`src/rtl/dma_region_table_defines.svh`:
```
// assertion macros for the dma region table
// used by the top level only, clocked on clk_i with reset rst_ni
`ifndef DMA_REGION_TABLE_DEFINES_SVH
`define DMA_REGION_TABLE_DEFINES_SVH

// consequent must hold in the same cycle as the antecedent
`define DRT_ASSERT_NOW(label, ante, cons, msg) \
  label: assert property (@(posedge clk_i) disable iff (!rst_ni) (ante) |-> (cons)) \
    else $error(msg);

// consequent must hold in the cycle after the antecedent
`define DRT_ASSERT_NEXT(label, ante, cons, msg) \
  label: assert property (@(posedge clk_i) disable iff (!rst_ni) (ante) |=> (cons)) \
    else $error(msg);

`endif

```
`src/rtl/drt_pkg.sv`:
```
// types and constants for the dma region table
// no dependencies
package drt_pkg;

  localparam int unsigned SLOTS     = 16;
  localparam int unsigned IDX_W     = $clog2(SLOTS);
  localparam int unsigned CNT_W     = $clog2(SLOTS + 1);
  localparam int unsigned ID_BASE_W = 19;
  localparam int unsigned SKIP_W    = 16;
  localparam int unsigned ADDR_W    = 64;
  localparam int unsigned KEY_W     = 32;
  localparam int unsigned APB_AW    = 3;
  localparam int unsigned APB_DW    = 32;

  // register index of id_base
  localparam int unsigned REG_ID_BASE = 0;

  typedef enum logic [1:0] {
    REQ_ADD_NEW = 2'd0,
    REQ_ADD_ID  = 2'd1,
    REQ_REMOVE  = 2'd2,
    REQ_BOUNDS  = 2'd3
  } req_e;

  typedef enum logic [1:0] {
    STAT_OK   = 2'd0,
    STAT_ARGS = 2'd1,
    STAT_ID   = 2'd2,
    STAT_FULL = 2'd3
  } status_e;

  typedef enum logic [2:0] {
    FSM_IDLE,
    FSM_SCAN,
    FSM_PROBE,
    FSM_BCHK,
    FSM_DONE
  } fsm_e;

  typedef struct packed {
    req_e              req_type;
    logic [ADDR_W-1:0] region_base;
    logic [ADDR_W-1:0] region_bytes;
    logic [KEY_W-1:0]  region_key;
    logic [ADDR_W-1:0] buf_offset;
    logic [ADDR_W-1:0] buf_length;
    logic [ADDR_W-1:0] data_offset;
    logic [ADDR_W-1:0] data_length;
  } req_t;

  typedef struct packed {
    status_e          status;
    logic [KEY_W-1:0] assigned_id;
    logic             bounds_ok;
  } rsp_t;

  // one table entry as held in the slot memory
  typedef struct packed {
    logic [ADDR_W-1:0] base;
    logic [ADDR_W-1:0] len;
  } slot_t;

endpackage

```
`src/rtl/dma_region_table.sv`:
```
// dma region table: top level with slot memory, sequencer and apb register
// depends on drt_pkg and dma_region_table_defines.svh
//
// usage
//   request items enter on in_valid_i / in_ready_o with a drt_pkg::req_t payload,
//   one result item per request leaves on out_valid_o / out_ready_i as drt_pkg::rsp_t
//   the block works on one item at a time; in_ready_o is high in the idle state
//   region base and length live in a slot memory with a registered read; occupancy
//   bits, region count and probe skip sit in flip-flops
// sequence, from acceptance until out_valid_o rises
//   add with id, remove: any table change is made at acceptance, then the result is handed over
//   bounds check: one memory read of the addressed slot, then the check
//   plain add: an overlap scan from slot zero (one slot read and compared per
//   cycle, stops at the first overlap), then, unless the table is full, a probe
//   (one occupancy bit tried per cycle) until a free slot turns up
//   a new item is accepted in the cycle after the previous result is handed to the
//   output register
// stalls: the result sits in an output register; a new item is accepted while it
//   waits, and the next result is held back until the register is free
// reset: table empty, region count, probe skip and id_base cleared, no clearing
//   pass; the apb register id_base lies at byte address 0; the user must see that it is
//   written only while the block is idle, the block itself does not enforce this
`include "dma_region_table_defines.svh"

module dma_region_table (
  input  logic                          clk_i,
  input  logic                          rst_ni,
  // request channel
  input  logic                          in_valid_i,
  output logic                          in_ready_o,
  input  drt_pkg::req_t                 in_data_i,
  // result channel
  output logic                          out_valid_o,
  input  logic                          out_ready_i,
  output drt_pkg::rsp_t                 out_data_o,
  // apb register port
  input  logic                          psel,
  input  logic                          penable,
  input  logic                          pwrite,
  input  logic [drt_pkg::APB_AW-1:0]    paddr,
  input  logic [drt_pkg::APB_DW-1:0]    pwdata,
  output logic [drt_pkg::APB_DW-1:0]    prdata,
  output logic                          pready
);

  localparam logic [drt_pkg::IDX_W-1:0] LAST_IDX = drt_pkg::IDX_W'(drt_pkg::SLOTS - 1);

  // control state
  drt_pkg::fsm_e                    state_q, state_d;
  logic [drt_pkg::SLOTS-1:0]        valid_q, valid_d;
  logic [drt_pkg::CNT_W-1:0]        count_q, count_d;
  logic [drt_pkg::SKIP_W-1:0]       skip_q, skip_d;
  logic [drt_pkg::ID_BASE_W-1:0]    id_base_q;
  logic                             out_valid_q, out_valid_d;

  // per-item working registers
  logic [drt_pkg::SKIP_W-1:0]       off_q, off_d;
  logic [drt_pkg::IDX_W-1:0]        chk_q, chk_d;
  drt_pkg::rsp_t                    res_q, res_d;
  drt_pkg::rsp_t                    out_q, out_d;
  logic [drt_pkg::ADDR_W-1:0]       base_q, bytes_q;
  logic [drt_pkg::ADDR_W:0]         end_q, buf_end_q;
  logic                             fit_q;
  logic [drt_pkg::IDX_W-1:0]        slot_q;

  // slot memory
  drt_pkg::slot_t                   mem_q [drt_pkg::SLOTS];
  drt_pkg::slot_t                   mem_rd_q;
  logic                             mem_we;
  logic [drt_pkg::IDX_W-1:0]        mem_waddr, mem_raddr;
  drt_pkg::slot_t                   mem_wdata;

  logic                             in_accept;
  logic [drt_pkg::IDX_W-1:0]        key_slot;
  logic                             full;
  logic                             overlap;
  logic [drt_pkg::ADDR_W:0]         rd_end;
  logic [drt_pkg::CNT_W-1:0]        cnt_new;
  logic [drt_pkg::KEY_W-1:0]        id_sum;
  logic [drt_pkg::IDX_W-1:0]        pidx;
  logic                             cfg_we;

  assign in_ready_o  = (state_q == drt_pkg::FSM_IDLE);
  assign in_accept   = in_valid_i && in_ready_o;
  assign key_slot    = in_data_i.region_key[drt_pkg::IDX_W-1:0];
  assign full        = (count_q >= drt_pkg::CNT_W'(drt_pkg::SLOTS));
  assign out_valid_o = out_valid_q;
  assign out_data_o  = out_q;

  // overlap test of the slot whose data came back from memory this cycle
  assign rd_end  = {1'b0, mem_rd_q.base} + {1'b0, mem_rd_q.len};
  assign overlap = valid_q[chk_q] &&
                   ((mem_rd_q.base == base_q) ||
                    !((end_q <= {1'b0, mem_rd_q.base}) || (rd_end <= {1'b0, base_q})));

  // probe candidate: id = id_base + count + 1 + offset, slot = id mod SLOTS
  assign cnt_new = count_q + drt_pkg::CNT_W'(1);
  assign id_sum  = drt_pkg::KEY_W'(id_base_q) + drt_pkg::KEY_W'(cnt_new) +
                   drt_pkg::KEY_W'(off_q);
  assign pidx    = id_sum[drt_pkg::IDX_W-1:0];

  // apb register
  assign pready = 1'b1;
  assign cfg_we = psel && penable && pwrite && pready &&
                  (paddr[drt_pkg::APB_AW-1:2] == (drt_pkg::APB_AW-2)'(drt_pkg::REG_ID_BASE));
  assign prdata = (paddr[drt_pkg::APB_AW-1:2] == (drt_pkg::APB_AW-2)'(drt_pkg::REG_ID_BASE))
                  ? drt_pkg::APB_DW'(id_base_q) : '0;

  always_ff @(posedge clk_i or negedge rst_ni) begin
    if (!rst_ni) begin
      id_base_q <= '0;
    end else if (cfg_we) begin
      id_base_q <= pwdata[drt_pkg::ID_BASE_W-1:0];
    end
  end

  // sequencer: next state, table updates and memory control
  always_comb begin
    state_d     = state_q;
    valid_d     = valid_q;
    count_d     = count_q;
    skip_d      = skip_q;
    off_d       = off_q;
    chk_d       = chk_q;
    res_d       = res_q;
    out_d       = out_q;
    out_valid_d = out_valid_q;
    mem_we      = 1'b0;
    mem_waddr   = slot_q;
    mem_wdata   = '{base: base_q, len: bytes_q};
    mem_raddr   = chk_q + drt_pkg::IDX_W'(1);

    if (out_valid_q && out_ready_i) begin
      out_valid_d = 1'b0;
    end

    case (state_q)
      drt_pkg::FSM_IDLE: begin
        if (in_valid_i) begin
          res_d = '{status: drt_pkg::STAT_OK, assigned_id: '0, bounds_ok: 1'b0};
          case (in_data_i.req_type)
            drt_pkg::REQ_ADD_NEW: begin
              // start the overlap scan at slot zero
              chk_d     = '0;
              mem_raddr = '0;
              state_d   = drt_pkg::FSM_SCAN;
            end
            drt_pkg::REQ_ADD_ID: begin
              if (full) begin
                res_d.status = drt_pkg::STAT_FULL;
              end else if (valid_q[key_slot]) begin
                res_d.status = drt_pkg::STAT_ID;
              end else begin
                valid_d[key_slot] = 1'b1;
                count_d           = cnt_new;
                mem_we            = 1'b1;
                mem_waddr         = key_slot;
                mem_wdata         = '{base: in_data_i.region_base,
                                      len:  in_data_i.region_bytes};
              end
              state_d = drt_pkg::FSM_DONE;
            end
            drt_pkg::REQ_REMOVE: begin
              if (!valid_q[key_slot]) begin
                res_d.status = drt_pkg::STAT_ID;
              end else begin
                valid_d[key_slot] = 1'b0;
                if (count_q != '0) begin
                  count_d = count_q - drt_pkg::CNT_W'(1);
                end
              end
              state_d = drt_pkg::FSM_DONE;
            end
            drt_pkg::REQ_BOUNDS: begin
              mem_raddr = key_slot;
              state_d   = drt_pkg::FSM_BCHK;
            end
            default: begin
              state_d = drt_pkg::FSM_DONE;
            end
          endcase
        end
      end

      drt_pkg::FSM_SCAN: begin
        if (overlap) begin
          res_d.status = drt_pkg::STAT_ARGS;
          state_d      = drt_pkg::FSM_DONE;
        end else if (chk_q == LAST_IDX) begin
          if (full) begin
            res_d.status = drt_pkg::STAT_FULL;
            state_d      = drt_pkg::FSM_DONE;
          end else begin
            off_d   = skip_q;
            state_d = drt_pkg::FSM_PROBE;
          end
        end else begin
          chk_d = chk_q + drt_pkg::IDX_W'(1);
        end
      end

      drt_pkg::FSM_PROBE: begin
        if (!valid_q[pidx]) begin
          valid_d[pidx]     = 1'b1;
          count_d           = cnt_new;
          skip_d            = off_q;
          mem_we            = 1'b1;
          mem_waddr         = pidx;
          res_d.assigned_id = id_sum;
          state_d           = drt_pkg::FSM_DONE;
        end else begin
          off_d = off_q + drt_pkg::SKIP_W'(1);
        end
      end

      drt_pkg::FSM_BCHK: begin
        if (!valid_q[slot_q]) begin
          res_d.status = drt_pkg::STAT_ID;
        end else begin
          res_d.bounds_ok = (buf_end_q <= {1'b0, mem_rd_q.len}) && fit_q;
        end
        state_d = drt_pkg::FSM_DONE;
      end

      drt_pkg::FSM_DONE: begin
        // hand the result over once the output register is free
        if (!out_valid_q || out_ready_i) begin
          out_valid_d = 1'b1;
          out_d       = res_q;
          state_d     = drt_pkg::FSM_IDLE;
        end
      end

      default: begin
        state_d = drt_pkg::FSM_IDLE;
      end
    endcase
  end

  always_ff @(posedge clk_i or negedge rst_ni) begin
    if (!rst_ni) begin
      state_q     <= drt_pkg::FSM_IDLE;
      valid_q     <= '0;
      count_q     <= '0;
      skip_q      <= '0;
      out_valid_q <= 1'b0;
    end else begin
      state_q     <= state_d;
      valid_q     <= valid_d;
      count_q     <= count_d;
      skip_q      <= skip_d;
      out_valid_q <= out_valid_d;
    end
  end

  // working and result payload, no reset needed
  always_ff @(posedge clk_i) begin
    off_q <= off_d;
    chk_q <= chk_d;
    res_q <= res_d;
    out_q <= out_d;
    if (in_accept) begin
      base_q    <= in_data_i.region_base;
      bytes_q   <= in_data_i.region_bytes;
      end_q     <= {1'b0, in_data_i.region_base} + {1'b0, in_data_i.region_bytes};
      buf_end_q <= {1'b0, in_data_i.buf_length} + {1'b0, in_data_i.buf_offset};
      fit_q     <= ({1'b0, in_data_i.data_offset} + {1'b0, in_data_i.data_length}) <=
                   {1'b0, in_data_i.buf_length};
      slot_q    <= key_slot;
    end
  end

  // slot memory, one write and one registered read per cycle
  always_ff @(posedge clk_i) begin
    if (mem_we) begin
      mem_q[mem_waddr] <= mem_wdata;
    end
    mem_rd_q <= mem_q[mem_raddr];
  end

  // region count tracks the number of occupied slots
  `DRT_ASSERT_NOW(a_count_matches, 1'b1, count_q == $countones(valid_q),
                  "region count differs from occupied slots")
  // only a successful plain add returns a nonzero id
  `DRT_ASSERT_NOW(a_id_only_ok, out_valid_o && (out_data_o.assigned_id != '0),
                  out_data_o.status == drt_pkg::STAT_OK && !out_data_o.bounds_ok,
                  "assigned id with failing status or bounds flag")
  // an accepted item always leaves idle
  `DRT_ASSERT_NEXT(a_accept_busy, in_valid_i && in_ready_o, !in_ready_o,
                   "ready still high after accepting an item")

endmodule

```
`config.mk`:
```
export PLATFORM = sky130hd
export DESIGN_NAME = dma_region_table
export DESIGN_NICKNAME = d
export VERILOG_FILES = /design/src/rtl/drt_pkg.sv /design/src/rtl/dma_region_table.sv
export VERILOG_INCLUDE_DIRS = /design/src /design/src/rtl
export SDC_FILE = /design/constraint.sdc
export NUM_CORES = 2
export LEC_CHECK = 0
export ABC_AREA = 1
export BUFFER_PORTS_ARGS = -buffer_cell sky130_fd_sc_hd__buf_2
export CAP_MARGIN = 10
export CORE_ASPECT_RATIO = 0.5
export CORE_MARGIN = 10
export CORE_UTILIZATION = 60
export CTS_CLUSTER_DIAMETER = 150
export DETAILED_ROUTE_END_ITERATION = 16
export HOLD_SLACK_MARGIN = 0.15
export PLACE_DENSITY_LB_ADDON = 0.1
export SKIP_CTS_REPAIR_TIMING = 1
export SYNTH_ARGS = -nofsm -noshare
export SYNTH_HDL_FRONTEND = slang
export SYNTH_SLANG_ARGS = --single-unit
export TNS_END_PERCENT = 30
```
`constraint.sdc`:
```
create_clock -name clk_i -period 15.8 [get_ports clk_i]
set_clock_uncertainty 0.05 [all_clocks]
set_input_delay 1.58 -clock clk_i [delete_from_list [all_inputs] [get_ports clk_i]]
set_output_delay 1.58 -clock clk_i [all_outputs]
set_load 0.02 [all_outputs]
```
## After elaboration in Yosys (flattened, before gate mapping)

Memories as Yosys holds them, arrays and structs flattened. A register that Yosys moved wholly into a read port is not among the register bits.
Index checks and enable logic that the tools add are counted.

| operators by class | value |
|---|---|
| mux-type cells | 85 |
| divide/modulo/power cells | 0 |
| bitwise gates (word level) | 6 |
| reduce and logical (&&, ||, !) cells | 33 |
| order comparisons | 11 |
| $add $sub $neg | 10 |
| shifts and indexed selects | 0 |
| eq/ne operators | 27 |
| multiply operators | 0 |

Operator list:

| cell | number |
|---|---|
| $mux W128 | 5 |
| $add A64 B64 Y65 | 4 |
| $le A65 B64 Y1 | 4 |
| $mux W16 | 9 |
| $pmux W16 S2 | 3 |
| $eq A64 B64 Y1 | 1 |
| $pmux W32 S2 | 1 |
| $mux W4 | 11 |
| $mux W35 | 1 |
| $mux W32 | 1 |
| $or A16 B16 Y16 | 2 |
| $mux W5 | 6 |
| $pmux W4 S2 | 3 |
| $add A20 B16 Y21 | 1 |
| $add A19 B5 Y20 | 1 |
| $lt A4 B5 Y1 const B | 4 |
| $ne A2 B2 Y1 const B | 10 |
| $pmux W5 S2 | 2 |
| $mux W19 | 1 |
| $mux W3 | 6 |
| $ne A3 B3 Y1 const B | 6 |
| $mux W1 | 17 |
| $add A16 B1 Y16 const B | 1 |
| $and A16 B16 Y16 | 1 |
| 38 further kinds | 71 |

| storage, ports and cells | value |
|---|---|
| bits in latches | 0 |
| bits in writable memories | 2048 |
| memories kept | 1 |
| register bits | 413 |
| output and inout port bits | 70 |
| bits in read-only memories | 0 |
| word-level logic and storage cells | 193 |

Memory list:

| memory | depth | bits a word | rd ports | clocked after memory_dff | wr ports | RTL line | RTL |
|---|---|---|---|---|---|---|---|
| mem_q | 16 | 128 | 1 | 1 | 1 | dma_region_table.sv:67 | `drt_pkg::slot_t mem_q [drt_pkg::SLOTS];` |

## Longest topological paths before layout

| depth | value |
|---|---|
| word-level depth | 10 |
| mapped depth | 37 |
| gate-level depth less buffers | 37 |

## Worst setup path before layout

OpenSTA, ideal clock, no wires.

| timing path | value |
|---|---|
| kind | register -> register |
| from | register count_q[0] (netlist bit) |
| to | memory mem_q[8][0] (netlist bit), enable pin |
| path slack | 2825 ps |
| arrival | 12153 ps |
| clock period less this slack | 12975 ps |
| buffers on the path | 0 |
| cell stages (with the launch flop) | 20 |
| setup time | 772 ps |
| cells stage by stage | dfrtp_1 inv_1 ha_1 inv_1 fa_1 inv_1 ha_1 fa_1 xor2_1 nor2_1 a22o_1 nor2_1 inv_1 nor2_1 inv_1 nand2_1 nor2_1 nor2_1 nand2_1 nor3_1 |

| on the way | value |
|---|---|
| cells in the longest elaborated chain, start to end | 9 |
| elaborated cells between the ends (all ways) | 18 |
| those cells by class | add/sub: 3; order compare: 1; mux: 14 |

Ends and longest elaborated chain:

| what | RTL line | RTL |
|---|---|---|
| start: declaration | dma_region_table.sv:51 | `logic [drt_pkg::CNT_W-1:0] count_q, count_d;` |
| start signal: assignment | dma_region_table.sv:250 | `count_q <= count_d;` |
| $add A5 B1 Y5 (*) | dma_region_table.sv:97 | `assign cnt_new = count_q + drt_pkg::CNT_W'(1);` |
| named net cnt_new (one bit) | dma_region_table.sv:78 | `logic [drt_pkg::CNT_W-1:0] cnt_new;` |
| $add A19 B5 Y20 (*) | dma_region_table.sv:98 | `assign id_sum = drt_pkg::KEY_W'(id_base_q) + drt_pkg::KEY_W'(cnt_new) +` |
| $add A20 B16 Y21 (*) | dma_region_table.sv:98 |  |
| $bmux W1 S4 | dma_region_table.sv:203 | `if (!valid_q[pidx]) begin` |
| $mux W1 (implied by the code) | dma_region_table.sv:203 |  |
| $mux W1 | dma_region_table.sv:203 |  |
| $pmux W1 S2 | dma_region_table.sv:137 | `case (state_q)` |
| $mux W1 | dma_region_table.sv:275 | `if (mem_we) begin` |
| $mux W1 (implied by the code) | dma_region_table.sv:276 | `mem_q[mem_waddr] <= mem_wdata;` |
| end: declaration | dma_region_table.sv:67 |  |

The timed path passes the listed nets; every way through them passes the cells marked *. The select of a mux whose other input is x is not followed.

## Worst setup path in the final report

| timing path | value |
|---|---|
| from | register, netlist name mem_rd_q[0] |
| to | register off_q[12] (netlist bit), enable pin |

| on the way | value |
|---|---|
| cells in the longest elaborated chain, start to end | 8 |

Ends and longest elaborated chain:

| what | RTL line | RTL |
|---|---|---|
| $add A64 B64 Y65 | dma_region_table.sv:91 | `assign rd_end = {1'b0, mem_rd_q.base} + {1'b0, mem_rd_q.len};` |
| $le A65 B64 Y1 | dma_region_table.sv:94 | `!((end_q <= {1'b0, mem_rd_q.base}) \|\| (rd_end <= {1'b0, base_q})));` |
| $logic_or A1 B1 Y1 | dma_region_table.sv:94 |  |
| $logic_not A1 Y1 | dma_region_table.sv:94 |  |
| $logic_or A1 B1 Y1 | dma_region_table.sv:93 | `((mem_rd_q.base == base_q) \|\|` |
| $logic_and A1 B1 Y1 | dma_region_table.sv:92 | `assign overlap = valid_q[chk_q] &&` |
| $ne A2 B2 Y1 (no line) | - |  |
| $reduce_and A5 Y1 (no line) | - |  |
| end signal: assignment | dma_region_table.sv:258 | `off_q <= off_d;` |
| end: declaration | dma_region_table.sv:57 | `logic [drt_pkg::SKIP_W-1:0] off_q, off_d;` |

Every way passes these cells.
A chain may end at the register's enable or synchronous reset.

==> results.md <==
### Routing
- **Detail Route Antenna Nets** 0
- **iteration count of the initial detailed-routing pass** 6
- **post-detailed-route DRC marker count** 0
- **wire per inst** 26.4 µm
- **first-iteration detailed-routing DRC count** 12200
- **total wire length** 387000 µm
- **via count of the routed design** 91500
- **per-cell via count in the routed design** 6.24

### Global routing
- **maximum number of pins on one net before global-route repair** 201
- **total global routing overflow** 0
- **initial antenna violation count** 52
- **wire length of the first global-routing pass** 561000 µm
- **aggregate global-route resource usage** 0.338
- **number of global-route vias before repair** 85500

### Yosys
- **Synth Flop Type** sky130_fd_sc_hd__edfxtp_1
- **flip-flop and latch count after synthesis** 2565
- **area share of the largest cell type after synthesis** 0.588
- **warnings from Yosys** 0
- **portion of the post-synthesis area used by sequential elements** 0.622
- **Synth area leader** sky130_fd_sc_hd__edfxtp_1
- **Async SR Flop Fraction** 0.0234
- **mean post-synth cell area** 10.7 µm²
- **post-synthesis instance area** 0.121 mm²
- **top post-synthesis cells by area** sky130_fd_sc_hd__edfxtp_1 59%, sky130_fd_sc_hd__o21ai_0 6.0%, sky130_fd_sc_hd__nor2_1 5.7%
- **EDFF count, synth** 2377
- **post-synthesis cell count** 11300
- **count of distinct cell types in the synthesized netlist** 50

### Timing
- **total negative setup slack** 0 ns
- **RSZ-0062 raised after global routing** false
- **worst relative slew slack** 0.161
- **count of endpoints failing hold in the final timing report** 0
- **timing-limited maximum frequency** 0.129 GHz
- **count of final max-slew check failures** 0
- **setup violators final** 0
- **portion of the clock cycle consumed by the worst path in the final layout** 0.490
- **Min Clock Period, post-route** 7.74 ns
- **Worst-Margin Slew** 1.25 ns

### Run
- **Max-Cap Viols** 0

### Cells and area
- **area growth from synthesis to layout** 10.4%
- **flip-flop and latch area** 0.0754 mm²
- **non-filler cells in the finished layout** 14700
- **share of layout cells above drive strength 1** 0.0840
- **final non-filler cell area** 0.134 mm²
- **final layout net count** 12700
- **area used by multi-input combinational logic** 0.0406 mm²
- **filler cell count in the final layout** 15600

### Critical path
- **element type at the critical path start** register
- **maximum fanout encountered on the critical timing path** 16
- **required time worst endpoint** 16.30 ns
- **library cell appearing most often on the critical path** sky130_fd_sc_hd__nand2_1
- **library cell contributing the largest single delay on the critical path** sky130_fd_sc_hd__a21oi_1
- **CP endpoint kind** register
- **startpoint of the worst register-to-register path** mem_rd_q[0]$_DFF_P_
- **worst path bufs/invs** 3
- **WP data arrival** 8.24 ns
- **length in cells of the worst reg-to-reg path** 35
- **end of the worst register-to-register path** off_q[12]$_DFFE_PP_
- **Largest stage delay, worst path** 0.52 ns
- **cell family contributing the most delay on the critical path** compound AO/OA/AOI/OAI gates
- **minimum setup slack among reg-to-reg paths** 8.06 ns
- **Crit Path Class** register to register

### Pwr
- **pwr dens** 188 mW/mm²
- **largest vdd supply drop** 0.000169 V
- **leakage dissipation** 49.8 nW

### Placed design
- **PortBufs** 460
- **area post-placement** 0.127 mm²
- **cell count after placement** 14200
- **detailed-placement wirelength estimate** 256000 µm
- **final RePlAce weighted congestion** 0.999

### Floorplanning
- **initial standard-cell utilization of the core** 0.605
- **Chip Width** 656 µm
- **number of I/O pins** 530
- **placeable core region** 0.201 mm²
- **Chip Height** 338 µm
- **die area** 0.222 mm²
- **total number of placement rows** 116

### Clocking
- **maximum clock insertion buffer count** 4
- **Worst-Skew Late Latency** 0.88 ns
- **clock input transition at the sequential cells of the worst setup and hold paths** 0.07 ns
- **TritonCTS clock tree** done
- **total number of H-tree levels** 4
- **Clock Tree Root** sky130_fd_sc_hd__clkbuf_16
- **TritonCTS Sinks** 2565
- **CTS Buf Count** 218

### Hold path
- **worst hold path stage count** 0
- **end point of the worst hold path** out_data_o[2]$_DFFE_PP_
- **classification of the worst-slack hold path** register to register
- **start point of the worst hold path** res_q[2]$_SDFFCE_PN0P_

### Status
- **outcome** complete, no violations

-- per-layer routing --
metal  track usage  up-vias  share of wire
met5             0        -        0.00044
met4         0.119       26          0.038
met3        0.0906      779           0.13
met2         0.513     5218           0.43
met1         0.472    44000           0.40
li1              -    41400              -
-- cells by family (layout without fill, tap and decap cells) --
family / Yosys count / in the layout / share of synthesized area
adder cells (fa/ha/maj): 558 / 558 / 0.0582
other: 2 / 63 / 0.0000619
AND/OR/NAND/NOR: 3323 / 3323 / 0.108
buffers and inverters: 1397 / 1930 / 0.0453
XOR/XNOR: 304 / 304 / 0.0219
flip-flops: 2565 / 2565 / 0.622
AO/OA/AOI/OAI: 3195 / 3195 / 0.144
-- metrics by stage --
| step | setup slack, ns | power [W] | hold WS [ns] | utilization |
|---|---|---|---|---|
| after CTS | 8.29 | 0.0250 | 0.362 | 0.667 |
| after global placement | 8.36 | 0.0194 | 0.350 | 0.632 |
| final | 8.06 | 0.0252 | 0.361 | 0.668 |
| after floorplan | 2.82 | 0.0159 | 0.350 | - |
| after global routing | 7.77 | 0.0266 | 0.372 | 0.668 |
| after detailed placement | 8.30 | 0.0196 | 0.355 | 0.632 |
-- cell usage in the layout (no fill, tap or decap), types with 14 or more instances in the layout --
master	count
sky130_fd_sc_hd__nand4_1	80
sky130_fd_sc_hd__nor2_4	16
sky130_fd_sc_hd__clkbuf_16	219
sky130_fd_sc_hd__o21bai_1	14
sky130_fd_sc_hd__o2111ai_1	15
sky130_fd_sc_hd__nor3_1	52
sky130_fd_sc_hd__xor2_1	205
sky130_fd_sc_hd__nor2_1	1839
sky130_fd_sc_hd__o21ai_0	1440
sky130_fd_sc_hd__nand3_1	170
sky130_fd_sc_hd__buf_12	16
sky130_fd_sc_hd__o21ai_1	217
sky130_fd_sc_hd__conb_1	26
sky130_fd_sc_hd__clkinv_1	15
sky130_fd_sc_hd__o21a_1	34
sky130_fd_sc_hd__inv_1	888
sky130_fd_sc_hd__ha_1	548
sky130_fd_sc_hd__dfrtp_1	60
sky130_fd_sc_hd__edfxtp_1	2377
sky130_fd_sc_hd__diode_2	37
sky130_fd_sc_hd__buf_4	157
sky130_fd_sc_hd__a21oi_1	587
sky130_fd_sc_hd__o211ai_1	31
sky130_fd_sc_hd__dfxtp_1	128
sky130_fd_sc_hd__o22ai_1	647
sky130_fd_sc_hd__clkinv_2	34
sky130_fd_sc_hd__a21o_1	25
sky130_fd_sc_hd__clkbuf_8	38
sky130_fd_sc_hd__nor4_1	58
sky130_fd_sc_hd__xnor2_1	99
sky130_fd_sc_hd__buf_2	460
sky130_fd_sc_hd__a21boi_0	19
sky130_fd_sc_hd__clkbuf_1	55
sky130_fd_sc_hd__nand2_1	1085
sky130_fd_sc_hd__a31oi_1	111
sky130_fd_sc_hd__bufinv_16	17
-- power by group --
| group | leakage (nW) | internal (W) | switching, W |
|---|---|---|---|
| clock network | 3.53 | 0.00302 | 0.00247 |
| registers | 23.3 | 0.00864 | 0.000698 |
| logic | 22.9 | 0.00308 | 0.00735 |
| total | 49.8 | 0.0147 | 0.0105 |
-- state kept, by name, indices dropped and copies added (netlist names), 16 cells and up, named ones only --
name and count:
mem_q 2048, mem_rd_q 128, buf_end_q 65, end_q 65
base_q 64, bytes_q 64, out_data_o 23, res_q 23
id_base_q 19, off_q 16, skip_q 16
-- Yosys cell counts (10+ instances only) --
cell                        count
sky130_fd_sc_hd__a21boi_0      19
sky130_fd_sc_hd__xor2_1       205
sky130_fd_sc_hd__dfxtp_1      128
sky130_fd_sc_hd__a31oi_1      111
sky130_fd_sc_hd__o21ai_0     1448
sky130_fd_sc_hd__nor2_1      1855
sky130_fd_sc_hd__buf_4         30
sky130_fd_sc_hd__a21o_1        25
sky130_fd_sc_hd__nor4_1        58
sky130_fd_sc_hd__fa_1          10
sky130_fd_sc_hd__edfxtp_1    2377
sky130_fd_sc_hd__o22ai_1      647
sky130_fd_sc_hd__o21a_1        34
sky130_fd_sc_hd__ha_1         548
sky130_fd_sc_hd__o2111ai_1     15
sky130_fd_sc_hd__o21ai_1      209
sky130_fd_sc_hd__a221oi_1      10
sky130_fd_sc_hd__nand3_1      170
sky130_fd_sc_hd__nor3_1        56
sky130_fd_sc_hd__clkbuf_1     343
sky130_fd_sc_hd__o211ai_1      31
sky130_fd_sc_hd__dfrtp_1       60
sky130_fd_sc_hd__o221ai_1      12
sky130_fd_sc_hd__nand4_1       80
sky130_fd_sc_hd__nand2_1     1086
sky130_fd_sc_hd__xnor2_1       99
sky130_fd_sc_hd__inv_1        889
sky130_fd_sc_hd__a21oi_1      587
sky130_fd_sc_hd__o21bai_1      14
sky130_fd_sc_hd__buf_2        117
-- final cells by class --
class,count,area share
clock buffer,311,0.0462
clock inverter,87,0.00728
inverter,898,0.0254
timing repair buffer,634,0.0285
sequential,2565,0.563
tap,2714,0.0253
multi-input combinational,7406,0.303
antenna,37,0.000691
-- worst max-delay path by stage --
stage,start,to,cells past startpoint,slack (ns)
after global routing,mem_rd_q[0]$_DFF_P_,off_q[12]$_DFFE_PP_,35,7.77
after CTS,count_q[0]$_DFFE_PN0P_,mem_q[12][40]$_DFFE_PP_,22,8.29
final,mem_rd_q[0]$_DFF_P_,off_q[12]$_DFFE_PP_,35,8.06
after global placement,in_data_i[256],mem_q[12][59]$_DFFE_PP_,18,8.36
after floorplan,count_q[0]$_DFFE_PN0P_,mem_q[8][0]$_DFFE_PP_,19,2.82
after detailed placement,mem_rd_q[0]$_DFF_P_,off_q[15]$_DFFE_PP_,35,8.30
Note: power is estimated with default switching activity, not from simulation.
